$ cat config.mk
export PLATFORM = sky130hd
export DESIGN_NAME = nearest_neighbor_line_scaler
export DESIGN_NICKNAME = d
export VERILOG_FILES = /design/src/rtl/nnls_pkg.sv /design/src/rtl/nnls_err_unit.sv /design/src/rtl/nnls_luma.sv /design/src/rtl/nearest_neighbor_line_scaler.sv
export SDC_FILE = /design/constraint.sdc
export NUM_CORES = 1
export LEC_CHECK = 0
export BUFFER_PORTS_ARGS = -buffer_cell sky130_fd_sc_hd__buf_2
export CAP_MARGIN = 25
export CORE_MARGIN = 3
export CORE_UTILIZATION = 50
export CTS_CLUSTER_DIAMETER = 40
export DETAILED_ROUTE_END_ITERATION = 12
export PLACE_DENSITY_LB_ADDON = 0.2
export SYNTH_ARGS = -nofsm -noshare
export SYNTH_HDL_FRONTEND = slang
export SYNTH_HIERARCHICAL = 1
export SYNTH_SLANG_ARGS = --single-unit
$ cat constraint.sdc
create_clock -name i_clk -period 9.1 [get_ports i_clk]
set_input_delay 0.91 -clock i_clk [delete_from_list [all_inputs] [get_ports i_clk]]
set_output_delay 0.91 -clock i_clk [all_outputs]
set_load 0.02 [all_outputs]
$ cat src/rtl/nnls_pkg.sv
// Shared types and constants of the nearest-neighbor line scaler.
// Used by nnls_luma, by the top level of the scaler and by its checker; depends on nothing.
`default_nettype none

package nnls_pkg;

    // Fixed field and register widths.
    localparam int CFG_W     = 11;
    localparam int CFG_IDX_W = 3;
    localparam int PIX_W     = 16;
    localparam int COL_W     = 10;
    localparam int ROWS_W    = 7;
    localparam int DRB_W     = 12;
    localparam int LUMA_W    = 6;
    localparam int LUMA_SUM_W = 16;

    // Configuration register indexes.
    localparam logic [CFG_IDX_W-1:0] CFG_IDX_SRC_WIDTH  = 3'd0;
    localparam logic [CFG_IDX_W-1:0] CFG_IDX_SRC_HEIGHT = 3'd1;
    localparam logic [CFG_IDX_W-1:0] CFG_IDX_DST_WIDTH  = 3'd2;
    localparam logic [CFG_IDX_W-1:0] CFG_IDX_DST_HEIGHT = 3'd3;
    localparam logic [CFG_IDX_W-1:0] CFG_IDX_TEXT_MODE  = 3'd4;

    // Register values after reset.
    localparam logic [CFG_W-1:0] CFG_RST_SRC_WIDTH  = 11'd320;
    localparam logic [CFG_W-1:0] CFG_RST_SRC_HEIGHT = 11'd240;
    localparam logic [CFG_W-1:0] CFG_RST_DST_WIDTH  = 11'd320;
    localparam logic [CFG_W-1:0] CFG_RST_DST_HEIGHT = 11'd240;

    // Luma weights and the brightness threshold of the text rule.
    localparam logic [LUMA_W-1:0]     LUMA_RB_MASK = 6'h3E;
    localparam logic [LUMA_W-1:0]     LUMA_G_MASK  = 6'h3F;
    localparam logic [LUMA_SUM_W-1:0] LUMA_R_COEF  = 16'd218;
    localparam logic [LUMA_SUM_W-1:0] LUMA_G_COEF  = 16'd732;
    localparam logic [LUMA_SUM_W-1:0] LUMA_B_COEF  = 16'd74;
    localparam logic [LUMA_W-1:0]     LUMA_THRESH  = 6'd24;

    typedef struct packed {
        logic [PIX_W-1:0] pixel_in;
        logic             frame_start;
    } t_pix_in;

    typedef struct packed {
        logic [PIX_W-1:0]  pixel_out;
        logic [COL_W-1:0]  dest_x;
        logic [COL_W-1:0]  first_dest_row;
        logic [ROWS_W-1:0] row_count;
        logic              run_last;
    } t_pix_out;

    typedef enum logic [1:0] {
        S_IDLE,
        S_VERT,
        S_HORIZ
    } t_state;

endpackage

`default_nettype wire

$ cat src/rtl/nnls_err_unit.sv
// Shared error accumulator step of the scaler: adds the source dimension
// while the error is negative, otherwise subtracts the destination dimension.
// Depends on nothing.
`default_nettype none

module nnls_err_unit #(
    parameter int W = 12
) (
    input  wire logic signed [W-1:0] i_acc,
    input  wire logic signed [W-1:0] i_step,
    input  wire logic signed [W-1:0] i_back,
    output logic signed [W-1:0]      o_next,
    output logic                     o_done,
    output logic                     o_next_nonneg
);

    logic signed [W-1:0] addend;

    // A non-negative error means the run is complete.
    assign o_done        = ~i_acc[W-1];
    assign addend        = o_done ? -i_back : i_step;
    assign o_next        = i_acc + addend;
    assign o_next_nonneg = ~o_next[W-1];

endmodule

`default_nettype wire

$ cat src/rtl/nnls_luma.sv
// Brightness test of an RGB565 pixel for the text sharpening rule.
// Depends on nnls_pkg for the luma weights and threshold.
`default_nettype none

module nnls_luma
    import nnls_pkg::*;
(
    input  wire logic [PIX_W-1:0] i_pixel,
    output logic                  o_bright
);

    logic [LUMA_W-1:0]     r6;
    logic [LUMA_W-1:0]     g6;
    logic [LUMA_W-1:0]     b6;
    logic [LUMA_SUM_W-1:0] y_sum;
    logic [LUMA_W-1:0]     luma;

    // Red and blue are widened to six bits with a zero LSB.
    assign r6 = LUMA_W'(i_pixel >> 10) & LUMA_RB_MASK;
    assign g6 = LUMA_W'(i_pixel >> 5) & LUMA_G_MASK;
    assign b6 = LUMA_W'({i_pixel, 1'b0}) & LUMA_RB_MASK;

    assign y_sum = LUMA_SUM_W'(LUMA_SUM_W'(r6) * LUMA_R_COEF
                             + LUMA_SUM_W'(g6) * LUMA_G_COEF
                             + LUMA_SUM_W'(b6) * LUMA_B_COEF);

    // Round to six bits.
    assign luma     = LUMA_W'(y_sum >> 10) + LUMA_W'(y_sum[9]);
    assign o_bright = luma > LUMA_THRESH;

endmodule

`default_nettype wire

$ cat src/rtl/nearest_neighbor_line_scaler.sv
// Top level of the nearest-neighbor RGB565 line scaler.
// Depends on nnls_pkg, nnls_err_unit and nnls_luma.
//
// Usage: source pixels enter in raster order on the input channel
// (i_in_valid, o_in_stall, i_in_data); frame_start on the first pixel of a
// frame restarts all counters. Each pixel produces zero to MAX_REPLICAS
// output transactions (o_out_valid, i_out_stall, o_out_data), one per
// destination copy, with run_last set on the last one and the first row and
// row count of the current source line on every copy. Configuration writes
// use i_cfg_valid / o_cfg_ready, which is always ready; write only while idle.
//
// Timing: one shared add/subtract unit does all error arithmetic, one step
// per cycle in the vertical run, and in the horizontal run while the output
// register is free. A pixel is accepted in idle; on the first pixel of a
// line a vertical run then counts its destination rows, and a horizontal
// run emits the copies owed by the horizontal error, each one through the
// output register. The input stalls until the pixel's run is finished. A
// stalled receiver freezes the run on the waiting copy; copies beyond
// MAX_REPLICAS are skipped without waiting. Reset is synchronous and active
// low, restores the register defaults and clears all counters.
`default_nettype none

module nearest_neighbor_line_scaler
    import nnls_pkg::*;
#(
    parameter int MAX_DIM      = 1024,
    parameter int MAX_REPLICAS = 64
) (
    input  wire logic                 i_clk,
    input  wire logic                 i_rst_n,
    // Source pixel channel
    input  wire logic                 i_in_valid,
    output logic                      o_in_stall,
    input  wire t_pix_in              i_in_data,
    // Destination pixel channel
    output logic                      o_out_valid,
    input  wire logic                 i_out_stall,
    output t_pix_out                  o_out_data,
    // Configuration write channel
    input  wire logic                 i_cfg_valid,
    output logic                      o_cfg_ready,
    input  wire logic [CFG_IDX_W-1:0] i_cfg_index,
    input  wire logic [CFG_W-1:0]     i_cfg_data
);

    // Error width: holds plus and minus MAX_DIM with room for one step.
    localparam int ERR_W = $clog2(MAX_DIM) + 2;

    // Clamp a dimension register to 1 .. MAX_DIM.
    function automatic logic signed [ERR_W-1:0] eff_dim(input logic [CFG_W-1:0] v);
        logic [31:0] wide;
        wide = 32'(v);
        if (v == '0) begin
            eff_dim = ERR_W'(1);
        end else if (wide > 32'(MAX_DIM)) begin
            eff_dim = ERR_W'(MAX_DIM);
        end else begin
            eff_dim = ERR_W'(wide);
        end
    endfunction

    // Configuration registers
    logic [CFG_W-1:0] r_src_w, n_src_w;
    logic [CFG_W-1:0] r_src_h, n_src_h;
    logic [CFG_W-1:0] r_dst_w, n_dst_w;
    logic [CFG_W-1:0] r_dst_h, n_dst_h;
    logic             r_text,  n_text;

    // Scaler state
    t_state                   r_state, n_state;
    logic signed [ERR_W-1:0]  r_he, n_he;
    logic signed [ERR_W-1:0]  r_ve, n_ve;
    logic [PIX_W-1:0]         r_prev, n_prev;
    logic [PIX_W-1:0]         r_pp, n_pp;
    logic [COL_W-1:0]         r_col, n_col;
    logic [COL_W-1:0]         r_dest_col, n_dest_col;
    logic [DRB_W-1:0]         r_drb, n_drb;
    logic [ROWS_W-1:0]        r_line_rows, n_line_rows;
    logic [PIX_W-1:0]         r_pix, n_pix;
    logic                     r_first, n_first;
    logic [ROWS_W-1:0]        r_cnt, n_cnt;
    logic                     r_out_valid, n_out_valid;
    t_pix_out                 r_out, n_out;

    // Effective dimensions
    logic signed [ERR_W-1:0] sw_eff, sh_eff, dw_eff, dh_eff;

    // Shared unit connections
    logic signed [ERR_W-1:0] eu_acc, eu_step, eu_back, eu_next;
    logic                    eu_done, eu_next_nonneg;

    logic        prev_bright;
    logic        swap;
    logic        out_free;
    logic        line_start;
    logic        line_end;
    logic [DRB_W-1:0] drb_sum;

    assign sw_eff = eff_dim(r_src_w);
    assign sh_eff = eff_dim(r_src_h);
    assign dw_eff = eff_dim(r_dst_w);
    assign dh_eff = eff_dim(r_dst_h);

    // The vertical run works on the row error, everything else on the
    // column error.
    assign eu_acc  = (r_state == S_VERT) ? r_ve : r_he;
    assign eu_step = (r_state == S_VERT) ? sh_eff : sw_eff;
    assign eu_back = (r_state == S_VERT) ? dh_eff : dw_eff;

    nnls_err_unit #(
        .W (ERR_W)
    ) u_err (
        .i_acc         (eu_acc),
        .i_step        (eu_step),
        .i_back        (eu_back),
        .o_next        (eu_next),
        .o_done        (eu_done),
        .o_next_nonneg (eu_next_nonneg)
    );

    nnls_luma u_luma (
        .i_pixel  (r_prev),
        .o_bright (prev_bright)
    );

    // The text rule only ever replaces the first copy of a mid-line pixel.
    assign swap = r_text && !r_first && (r_prev != r_pp) && prev_bright;

    // The output register can take a copy when empty or being emptied.
    assign out_free = !r_out_valid || !i_out_stall;

    assign line_start = i_in_data.frame_start || (r_col == '0);
    assign line_end   = (32'(r_col) + 32'd1) >= 32'(sw_eff);
    assign drb_sum    = r_drb + DRB_W'(r_line_rows);

    always_comb begin
        n_src_w     = r_src_w;
        n_src_h     = r_src_h;
        n_dst_w     = r_dst_w;
        n_dst_h     = r_dst_h;
        n_text      = r_text;
        n_state     = r_state;
        n_he        = r_he;
        n_ve        = r_ve;
        n_prev      = r_prev;
        n_pp        = r_pp;
        n_col       = r_col;
        n_dest_col  = r_dest_col;
        n_drb       = r_drb;
        n_line_rows = r_line_rows;
        n_pix       = r_pix;
        n_first     = r_first;
        n_cnt       = r_cnt;
        n_out_valid = r_out_valid && i_out_stall;
        n_out       = r_out;

        if (i_cfg_valid) begin
            case (i_cfg_index)
                CFG_IDX_SRC_WIDTH:  n_src_w = i_cfg_data;
                CFG_IDX_SRC_HEIGHT: n_src_h = i_cfg_data;
                CFG_IDX_DST_WIDTH:  n_dst_w = i_cfg_data;
                CFG_IDX_DST_HEIGHT: n_dst_h = i_cfg_data;
                CFG_IDX_TEXT_MODE:  n_text  = i_cfg_data[0];
                default: begin
                end
            endcase
        end

        case (r_state)
            S_IDLE: begin
                if (i_in_valid) begin
                    n_pix = i_in_data.pixel_in;
                    n_cnt = '0;
                    if (i_in_data.frame_start) begin
                        n_ve  = -dh_eff;
                        n_drb = '0;
                        n_col = '0;
                    end
                    if (line_start) begin
                        n_he        = -dw_eff;
                        n_prev      = '0;
                        n_pp        = '0;
                        n_dest_col  = '0;
                        n_line_rows = '0;
                        n_first     = 1'b1;
                        n_state     = S_VERT;
                    end else begin
                        n_first = 1'b0;
                        n_state = S_HORIZ;
                    end
                end
            end
            S_VERT: begin
                // Count destination rows until the row error turns
                // non-negative, then take off one destination height.
                n_ve = eu_next;
                if (eu_done) begin
                    n_state = S_HORIZ;
                end else if (r_line_rows < ROWS_W'(MAX_REPLICAS)) begin
                    n_line_rows = r_line_rows + ROWS_W'(1);
                end
            end
            S_HORIZ: begin
                if (!eu_done) begin
                    if (r_cnt < ROWS_W'(MAX_REPLICAS)) begin
                        if (out_free) begin
                            n_he        = eu_next;
                            n_cnt       = r_cnt + ROWS_W'(1);
                            n_out_valid = 1'b1;
                            n_out.pixel_out      = ((r_cnt == '0) && swap) ? r_prev : r_pix;
                            n_out.dest_x         = r_dest_col + COL_W'(r_cnt);
                            n_out.first_dest_row = r_drb[COL_W-1:0];
                            n_out.row_count      = r_line_rows;
                            n_out.run_last       = eu_next_nonneg
                                || (r_cnt == ROWS_W'(MAX_REPLICAS - 1));
                        end
                    end else begin
                        // Copies past the cap advance the error silently.
                        n_he = eu_next;
                    end
                end else begin
                    // Run finished: settle the error and the pixel history.
                    n_he       = eu_next;
                    n_dest_col = r_dest_col + COL_W'(r_cnt);
                    if (r_cnt >= ROWS_W'(2)) begin
                        n_pp   = r_pix;
                        n_prev = r_pix;
                    end else if (r_cnt == ROWS_W'(1)) begin
                        n_pp   = r_prev;
                        n_prev = r_pix;
                    end
                    if (line_end) begin
                        n_col = '0;
                        if (32'(drb_sum) >= 32'(dh_eff)) begin
                            n_drb = '0;
                        end else begin
                            n_drb = drb_sum;
                        end
                    end else begin
                        n_col = r_col + COL_W'(1);
                    end
                    n_state = S_IDLE;
                end
            end
            default: begin
                n_state = S_IDLE;
            end
        endcase
    end

    always_ff @(posedge i_clk) begin
        if (!i_rst_n) begin
            r_src_w     <= CFG_RST_SRC_WIDTH;
            r_src_h     <= CFG_RST_SRC_HEIGHT;
            r_dst_w     <= CFG_RST_DST_WIDTH;
            r_dst_h     <= CFG_RST_DST_HEIGHT;
            r_text      <= 1'b0;
            r_state     <= S_IDLE;
            r_he        <= -eff_dim(CFG_RST_DST_WIDTH);
            r_ve        <= -eff_dim(CFG_RST_DST_HEIGHT);
            r_prev      <= '0;
            r_pp        <= '0;
            r_col       <= '0;
            r_dest_col  <= '0;
            r_drb       <= '0;
            r_line_rows <= '0;
            r_first     <= 1'b1;
            r_cnt       <= '0;
            r_out_valid <= 1'b0;
        end else begin
            r_src_w     <= n_src_w;
            r_src_h     <= n_src_h;
            r_dst_w     <= n_dst_w;
            r_dst_h     <= n_dst_h;
            r_text      <= n_text;
            r_state     <= n_state;
            r_he        <= n_he;
            r_ve        <= n_ve;
            r_prev      <= n_prev;
            r_pp        <= n_pp;
            r_col       <= n_col;
            r_dest_col  <= n_dest_col;
            r_drb       <= n_drb;
            r_line_rows <= n_line_rows;
            r_first     <= n_first;
            r_cnt       <= n_cnt;
            r_out_valid <= n_out_valid;
        end
    end

    // Payload registers need no reset.
    always_ff @(posedge i_clk) begin
        r_pix <= n_pix;
        r_out <= n_out;
    end

    assign o_in_stall  = (r_state != S_IDLE);
    assign o_out_valid = r_out_valid;
    assign o_out_data  = r_out;
    assign o_cfg_ready = 1'b1;

endmodule

`default_nettype wire

Yosys cells after proc, flatten, opt, wreduce, memory -nomap -nowiden. Cells that the tools add are included.

Register bits: 211. Input port bits: 36. Word-level logic and storage cells: 177.

$add $sub $neg: 13. Multiply operators: 3. Magnitude comparators: 10. Equality and inequality tests: 22. Multiplexer cells: 67. Bitwise gates (word level): 1. Reductions and logical operators: 38.

Operators by type and width (number): $mux W12 (16); $mux W16 (9); $mux W11 (8); $pmux W12 S2 (3); $mux W10 (7); $pmux W16 S2 (2); $mux W7 (8); $gt A11 B11 Y1 const B (4); $logic_not A11 Y1 (4); $pmux W10 S2 (2); $neg A12 Y12 (3); $ge A11 B32 Y1 (1); $ge A12 B32 Y1 (1); $pmux W7 S2 (2); $reduce_and A5 Y1 (4); $add A14 B16 Y16 (1); $add A16 B13 Y16 (1); $ne A16 B16 Y1 (1); $ne A2 B2 Y1 const B (8); $reduce_and A4 Y1 (4); $add A7 B1 Y7 const B (2); $lt A7 B7 Y1 const B (2); $mul A6 B8 Y14 const B (1); $add A12 B12 Y12 (1); 33 further kinds (59).

Longest topological paths before layout. Gate-level depths: netlist of the first run.

Depth in word-level cells: 11. Depth in mapped cells: 30.

Cells and area by module. Netlist of the first run, hierarchy kept.

By module, submodules not included: nearest_neighbor_line_scaler (instances 1, cells each 1152, area an instance 10445.0 µm²); nnls_luma (instances 1, cells each 297, area an instance 2677.6 µm²); nnls_err_unit (instances 1, cells each 123, area an instance 887.1 µm²).

Least setup slack after synthesis of the first run. OpenSTA, ideal clock, no wires.

Path kind: register -> register. From: register r_prev[8]. To: register r_out, in the netlist o_out_data[33], data pin. Arrival: 6.783 ns. Required time: 8.840 ns. Setup slack: 2.057 ns. Stages on the path, launching flop included: 28. Buffers on the path: 2. Period minus slack after synthesis: 7.043 ns. Cells stage by stage: dfxtp_1 > fa_1 > inv_1 > fa_1 > fa_1 > inv_1 > ha_1 > a21oi_1 > o21bai_1 > a21oi_1 > o21bai_1 > a21oi_1 > xor2_1 > fa_1 > inv_1 > ha_1 > inv_1 > o21bai_1 > a311o_1 > a2111oi_4 > and4b_1 > or3_1 > o21ai_1 > nand4b_1 > or4_1 > buf_6 > buf_12 > mux2_4.

Cells in the longest elaborated chain, start to end: 8.

Ends and longest elaborated chain: start, declared (line nearest_neighbor_line_scaler.sv:73) `logic [PIX_W-1:0] r_prev, n_prev;`; start signal, assigned (line nearest_neighbor_line_scaler.sv:279) `r_prev <= n_prev;`; $mul A6 B8 Y14 (line nnls_luma.sv:24) `+ LUMA_SUM_W'(g6) * LUMA_G_COEF`; $add A14 B16 Y16 (line nnls_luma.sv:24); $add A16 B13 Y16 (line nnls_luma.sv:25) `+ LUMA_SUM_W'(b6) * LUMA_B_COEF);`; $add A6 B1 Y6 (line nnls_luma.sv:28) `assign luma = LUMA_W'(y_sum >> 10) + LUMA_W'(y_sum[9]);`; $gt A6 B5 Y1 (line nnls_luma.sv:29) `assign o_bright = luma > LUMA_THRESH;`; named net prev_bright (line nearest_neighbor_line_scaler.sv:92) `logic prev_bright;`; $logic_and A1 B1 Y1 (line nearest_neighbor_line_scaler.sv:127) `assign swap = r_text && !r_first && (r_prev != r_pp) && prev_bright;`; $logic_and A1 B1 Y1 (line nearest_neighbor_line_scaler.sv:210) `n_out.pixel_out = ((r_cnt == '0) && swap) ? r_prev : r_pix;`; $mux W16 (line nearest_neighbor_line_scaler.sv:210); end signal, assigned (line nearest_neighbor_line_scaler.sv:294) `r_out <= n_out;`; end, declared (line nearest_neighbor_line_scaler.sv:83) `t_pix_out r_out, n_out;`.

The timed path passes the listed nets, and every way through them passes these cells. A chain may end at the register's enable or synchronous reset.

Final worst setup path of the first run.
From: register r_prev[10]. To: register r_out, in the netlist o_out_data[33], data pin.

The elaborated chain is that of the path after synthesis.

==> flow_summary.toml, run 1 <==
[run_status]
status = "complete, no violations"

[setup_path]
crit_path_start_kind = "flip-flop"
worst_setup_path_end_kind = "flip-flop"
critPathKind = "flip-flop to flip-flop"
crit_fanout = 16
max_stage_delay_ns = 0.96
crit_required_ns = 9.38
cp_slowest_cell = "or4_1"
cp.arrival_ns = 8.16

[synthesis]
syn_area_um2 = 14000
synth_top_area_frac = 0.216
yosys-top-cells-count = "nand2_1, dfxtp_1, ha_1"
ys_seq_area_frac = 0.344
ys_seq_elements = 211
yosysMostFrequentCell = "nand2_1"
synth_area_leaders = "dfxtp_1, edfxtp_1, ha_1"
synthCells = 1572
ys_types = 93
synth-async-reset-ratio = 0
synth_largest_area_cell = "dfxtp_1"
synth_warnings = 6
syn_area_per_cell_um2 = 8.91
synth_edf_count = 60
synth_ff_type = "dfxtp_1"

[routing]
route.detailed.drc = 0
finalWirelength_mm = 34.4
ant_nets = 0
viasPerCell = 5.64
vias = 11429
initialDrtViolationCount = 627
firstDrtPassIters = 5
post_drt_wl_per_cell_um = 17.0

[timing]
timing.slew.headroom = 0.306
setup_tns_ns = 0
rsz0062_at_grt = "no"
setup_viol = 0
fin_crit_sh = 0.865
maxSlewViolCount = 0
fmax_mhz = 127
tightestPinTransition_ns = 1.04
finalHoldViolCount = 0
fin_skew_ns = 0.0138
post-route-min-period_ns = 7.88

[clocking]
cts_tree = "yes"
path_clk_slew_ns = 0.06
cts_resized = 0
cts_buffer_depth = 3
post_cts_buffers = 0
cts_inserted_buffers = 29
hold_buffers = 0
cts_sinks = 211
cts-root-buf = "clkbuf_16"
htreeDepth = 1
clkLatencyLatePin_ns = 0.54

[placement]
place_hpwl_mm = 25.5
globalplace.congestion = 0.934
io_buffer_count = 81

[floorplan]
ioPinCount = 83
initial_core_util = 0.514
core_region_area_um2 = 27300
die_w_um = 173
placementRows = 60
die_area_um2 = 30100
die-height_um = 173

[global_route]
globalRouteOverflowTotal = 0
antenna_found_initial = 0
track_usage = 0.224
grt_max_degree = 84
grt_pass1_vias = 10899
grt_pass1_wl_mm = 56.0

[power]
ir_worst_vdd_mv = 0.154
power_density_nw_per_um2 = 182
p_leak_nw = 7.15

[finish]
drive_above_1_share = 0.117
num-fill-cells = 2478
antenna_cells = 0
area_growth_pct = 12.4
final-seq-area_um2 = 4820
multi_input_area_um2 = 8560
finalNetCount = 1834
finish.utilization = 0.578

[min_path]
min_path_type = "flip-flop to flip-flop"

[flow_run]
cap_viol_max_count = 0
-- registers in the layout, summed over array words and instances (netlist names), 2 cells and up --
signal,cells
r_ve,12
r_src_w,11
o_out_data,44
r_pix,16
r_prev,16
r_drb,12
r_col,10
r_dst_w,11
r_he,12
r_state,2
r_pp,16
r_dst_h,11
r_cnt,7
r_src_h,11
r_line_rows,7
r_dest_col,10
-- report_power, final --
| group | total, mW | switching (mW) | internal [mW] | leakage [nW] |
|---|---|---|---|---|
| registers | 1.06 | 0.0385 | 1.02 | 1.78 |
| logic | 0.590 | 0.380 | 0.211 | 4.85 |
| clock network | 1.22 | 0.450 | 0.766 | 0.518 |
| total | 2.87 | 0.868 | 2.00 | 7.15 |
-- path summary, 6_finish.rpt --
| check | start | endpoint | slack, ns | cells past startpoint |
|---|---|---|---|---|
| setup reg to reg | r_prev[10] | o_out_data[33] | 1.22 | 25 |
| hold reg to reg | r_he[0] | r_he[0] | 0.46 | 2 |
| setup / recovery | r_prev[10] | o_out_data[33] | 1.22 | 25 |
| hold / removal | r_he[0] | r_he[0] | 0.46 | 2 |
-- routing by layer --
metal | GRT usage | wire [µm] | vias to the layer above
li1 | - | - | 5706
met1 | 0.288 | 15200 | 5446
met2 | 0.403 | 17300 | 229
met3 | 0.0239 | 1230 | 48
met4 | 0.0527 | 718 | 0
met5 | 0 | 0 | -
-- stage by stage --
| stage | instance area, µm² | power [mW] | hold WS [ns] | std cells | setup slack, ns |
|---|---|---|---|---|---|
| 2_1_floorplan | 14000 | 1.51 | 0.417 | 1573 | 2.06 |
| 3_3_place_gp | 14700 | 1.66 | 0.442 | 1970 | 1.34 |
| 3_5_place_dp | 14700 | 1.67 | 0.452 | 1970 | 1.26 |
| 4_1_cts | 15700 | 2.89 | 0.462 | 2024 | 1.19 |
| 5_1_grt | 15700 | 3.00 | 0.493 | 2025 | 0.821 |
| 6_report | 15700 | 2.87 | 0.462 | 2025 | 1.22 |
-- layout by cell type (no fill, tap or decap), types with 12 or more instances in the layout --
cell       count
a211oi_1      12
fa_1          31
and3_1        14
xor2_1        39
nor2b_1       14
a22o_1        14
dfxtp_1      151
nand2b_1      13
inv_1         93
nand3_1       89
edfxtp_1      60
o31ai_1       22
ha_1         137
nor2_1       102
a21oi_1       88
nor3_1        22
a21o_1        17
o21ai_0       66
xnor2_1       59
buf_2         81
nand2_1      235
clkbuf_16     29
mux2i_1       23
-- kinds of logic after synthesis --
family | count (synthesis) | synth area share
and+or+nand+nor | 564 | 0.189
AOI/OAI and AO/OA | 330 | 0.160
DFF | 211 | 0.344
adders and majority gates | 168 | 0.167
buffers and inverters | 159 | 0.0458
xor gates and xnor gates | 98 | 0.0613
muxes | 40 | 0.0328
other | 2 | 0.000536
-- critical path, delay by kind of cell (launching register included) --
kind | cells | cell delay [ns]
adders and majority gates | 6 | 2.61
AOI/OAI and AO/OA | 10 | 2.01
and+or+nand+nor | 3 | 1.55
DFF | 1 | 0.55
muxes | 1 | 0.47
buffers and inverters | 4 | 0.28
xor gates and xnor gates | 1 | 0.13
-- area by class of cell --
type / instances / share of cell area
Multi-Input combinational cell: 1203 / 0.544
Sequential cell: 211 / 0.307
Clock buffer: 29 / 0.0461
Timing Repair Buffer: 91 / 0.0313
Tap cell: 372 / 0.0296
Inverter: 94 / 0.0224
Clock inverter: 25 / 0.0205
Note: power is estimated with default switching activity, not from simulation.
==> inputs of run 2 (changes only) <==
- CELL_PAD_IN_SITES_DETAIL_PLACEMENT: not set -> 0
- CELL_PAD_IN_SITES_GLOBAL_PLACEMENT: not set -> 1
- CORE_UTILIZATION: 50 -> 48
==> run 2 against run 1 <==
Net effect:
- clock skew grew 0.010 ns
- core utilization fell by 0.88 points
- final area grew 2.0%
- sequential cell count unchanged
- first-iteration DRC count is 9.4% lower
- sequential share of layout area is 0.61 points lower
- clock power is 21% higher
- global-route usage up 0.87 points
- non-clock buffer count rose by 3
- fmax barely moved
==> flow_summary.toml, run 2 (synthesis gave the netlist of run 1 again) <==
[run_status]
status = "complete, no violations"

[finish]
layout_commonest_cell = "nand2_1"
finalNetCount = 1845
drive_above_1_share = 0.126
final_cell_mix = "nand2_1, dfxtp_1, ha_1"
largest_reg_flops = 44
fin_cells = 2048
area_growth_pct = 14.6
antenna_cells = 0

[floorplan]
ioPinCount = 83
die_area_um2 = 31300
placementRows = 61
initial_core_util = 0.496
die-height_um = 177
core_region_area_um2 = 28200
die_w_um = 177

[timing]
finalHoldViolCount = 0
fmax_mhz = 127
tightestPinTransition_ns = 1.08
maxSlewViolCount = 0
setup_viol = 0
post-route-min-period_ns = 7.88
rsz0062_at_grt = "no"
fin_crit_sh = 0.866
timing.slew.headroom = 0.264
fin_skew_ns = 0.0240
setup_tns_ns = 0

[placement]
place_hpwl_mm = 26.7
globalplace.congestion = 0.861
dp.cells = 1979
io_buffer_count = 81

[setup_path]
max_stage_delay_ns = 0.95
crit_required_ns = 9.36
crit_fanout = 16
critPathKind = "flip-flop to flip-flop"
cp.arrival_ns = 8.14
worst_setup_path_end_kind = "flip-flop"
cp_slowest_cell = "or4_1"
crit_path_start_kind = "flip-flop"

[clocking]
clkLatencyLatePin_ns = 0.52
htreeDepth = 2
post_cts_buffers = 0
cts_inserted_buffers = 37
hold_buffers = 0
path_clk_slew_ns = 0.06
cts_buffer_depth = 3
cts_sinks = 211
cts-root-buf = "clkbuf_16"
cts_resized = 0
cts_tree = "yes"

[routing]
firstDrtPassIters = 5
ant_nets = 0
finalWirelength_mm = 36.4
route.detailed.drc = 0
initialDrtViolationCount = 568
post_drt_wl_per_cell_um = 17.8
vias = 11556
viasPerCell = 5.64

[power]
ir_worst_vdd_mv = 0.129
p_leak_nw = 7.29
power_density_nw_per_um2 = 196

[global_route]
antenna_found_initial = 0
grt_pass1_wl_mm = 59.0
grt_pass1_vias = 11378
track_usage = 0.232
grt_max_degree = 55
globalRouteOverflowTotal = 0

[flow_run]
cap_viol_max_count = 0

[min_path]
min_path_type = "flip-flop to flip-flop"
## run 2: cell count changes in the layout (fill, tap and decap cells not counted), sizes merged
cell | previous run | this run
clkbuf | 29 | 43
buf | 91 | 94
clkinvlp | 1 | 4
inv | 105 | 102
## run 2: worst max-delay path, delay by kind of cell (launching register included)
family                     cells  cell delay (ns)
muxes                          1             0.47
buffers and inverters          4             0.28
AOI/OAI and AO/OA             10             1.99
and+or+nand+nor                3             1.55
adders and majority gates      6             2.62
DFF                            1             0.55
xor gates and xnor gates       1             0.13
## run 2: path summary, 6_finish.rpt
path                                 from             end  slack (ns)  cells past startpoint
worst max register to register  r_prev[9]  o_out_data[41]        1.22                     25
worst min register to register    r_he[8]         r_he[8]        0.45                      2
worst max-delay path            r_prev[9]  o_out_data[41]        1.22                     25
worst min-delay path              r_he[8]         r_he[8]        0.45                      2
## run 2: layer usage
layer	up-vias	part of all wire	track usage	wire length (µm)
li1	5726	-	-	-
met1	5519	0.45	0.299	16300
met2	234	0.49	0.405	17700
met3	77	0.036	0.0294	1310
met4	0	0.030	0.0766	1100
met5	-	0	0	0
## run 2: final cells by class
type	instances	area (µm²)
clock inverter	25	335
timing repair buffer	94	519
tap	378	473
clock buffer	43	1000
sequential	211	4820
inverter	94	353
fill	2637	12200
multi-input combinational	1203	8560
## run 2: where the power goes
group / total, mW / internal, mW / switching [mW]
Sequential: 1.06 / 1.03 / 0.0382
Combinational: 0.600 / 0.213 / 0.388
Clock: 1.48 / 0.974 / 0.506
Total: 3.14 / 2.21 / 0.932
## run 2: per-stage QoR
stage	cell area (µm²)	util	total power [mW]	hold slack, ns	worst slack, ns
2_1_floorplan	14000	-	1.51	0.417	2.06
3_3_place_gp	14700	0.520	1.67	0.439	1.37
3_5_place_dp	14700	0.521	1.68	0.448	1.27
4_1_cts	16000	0.568	3.17	0.457	1.23
5_1_grt	16100	0.569	3.29	0.486	0.807
6_report	16100	0.569	3.14	0.455	1.22
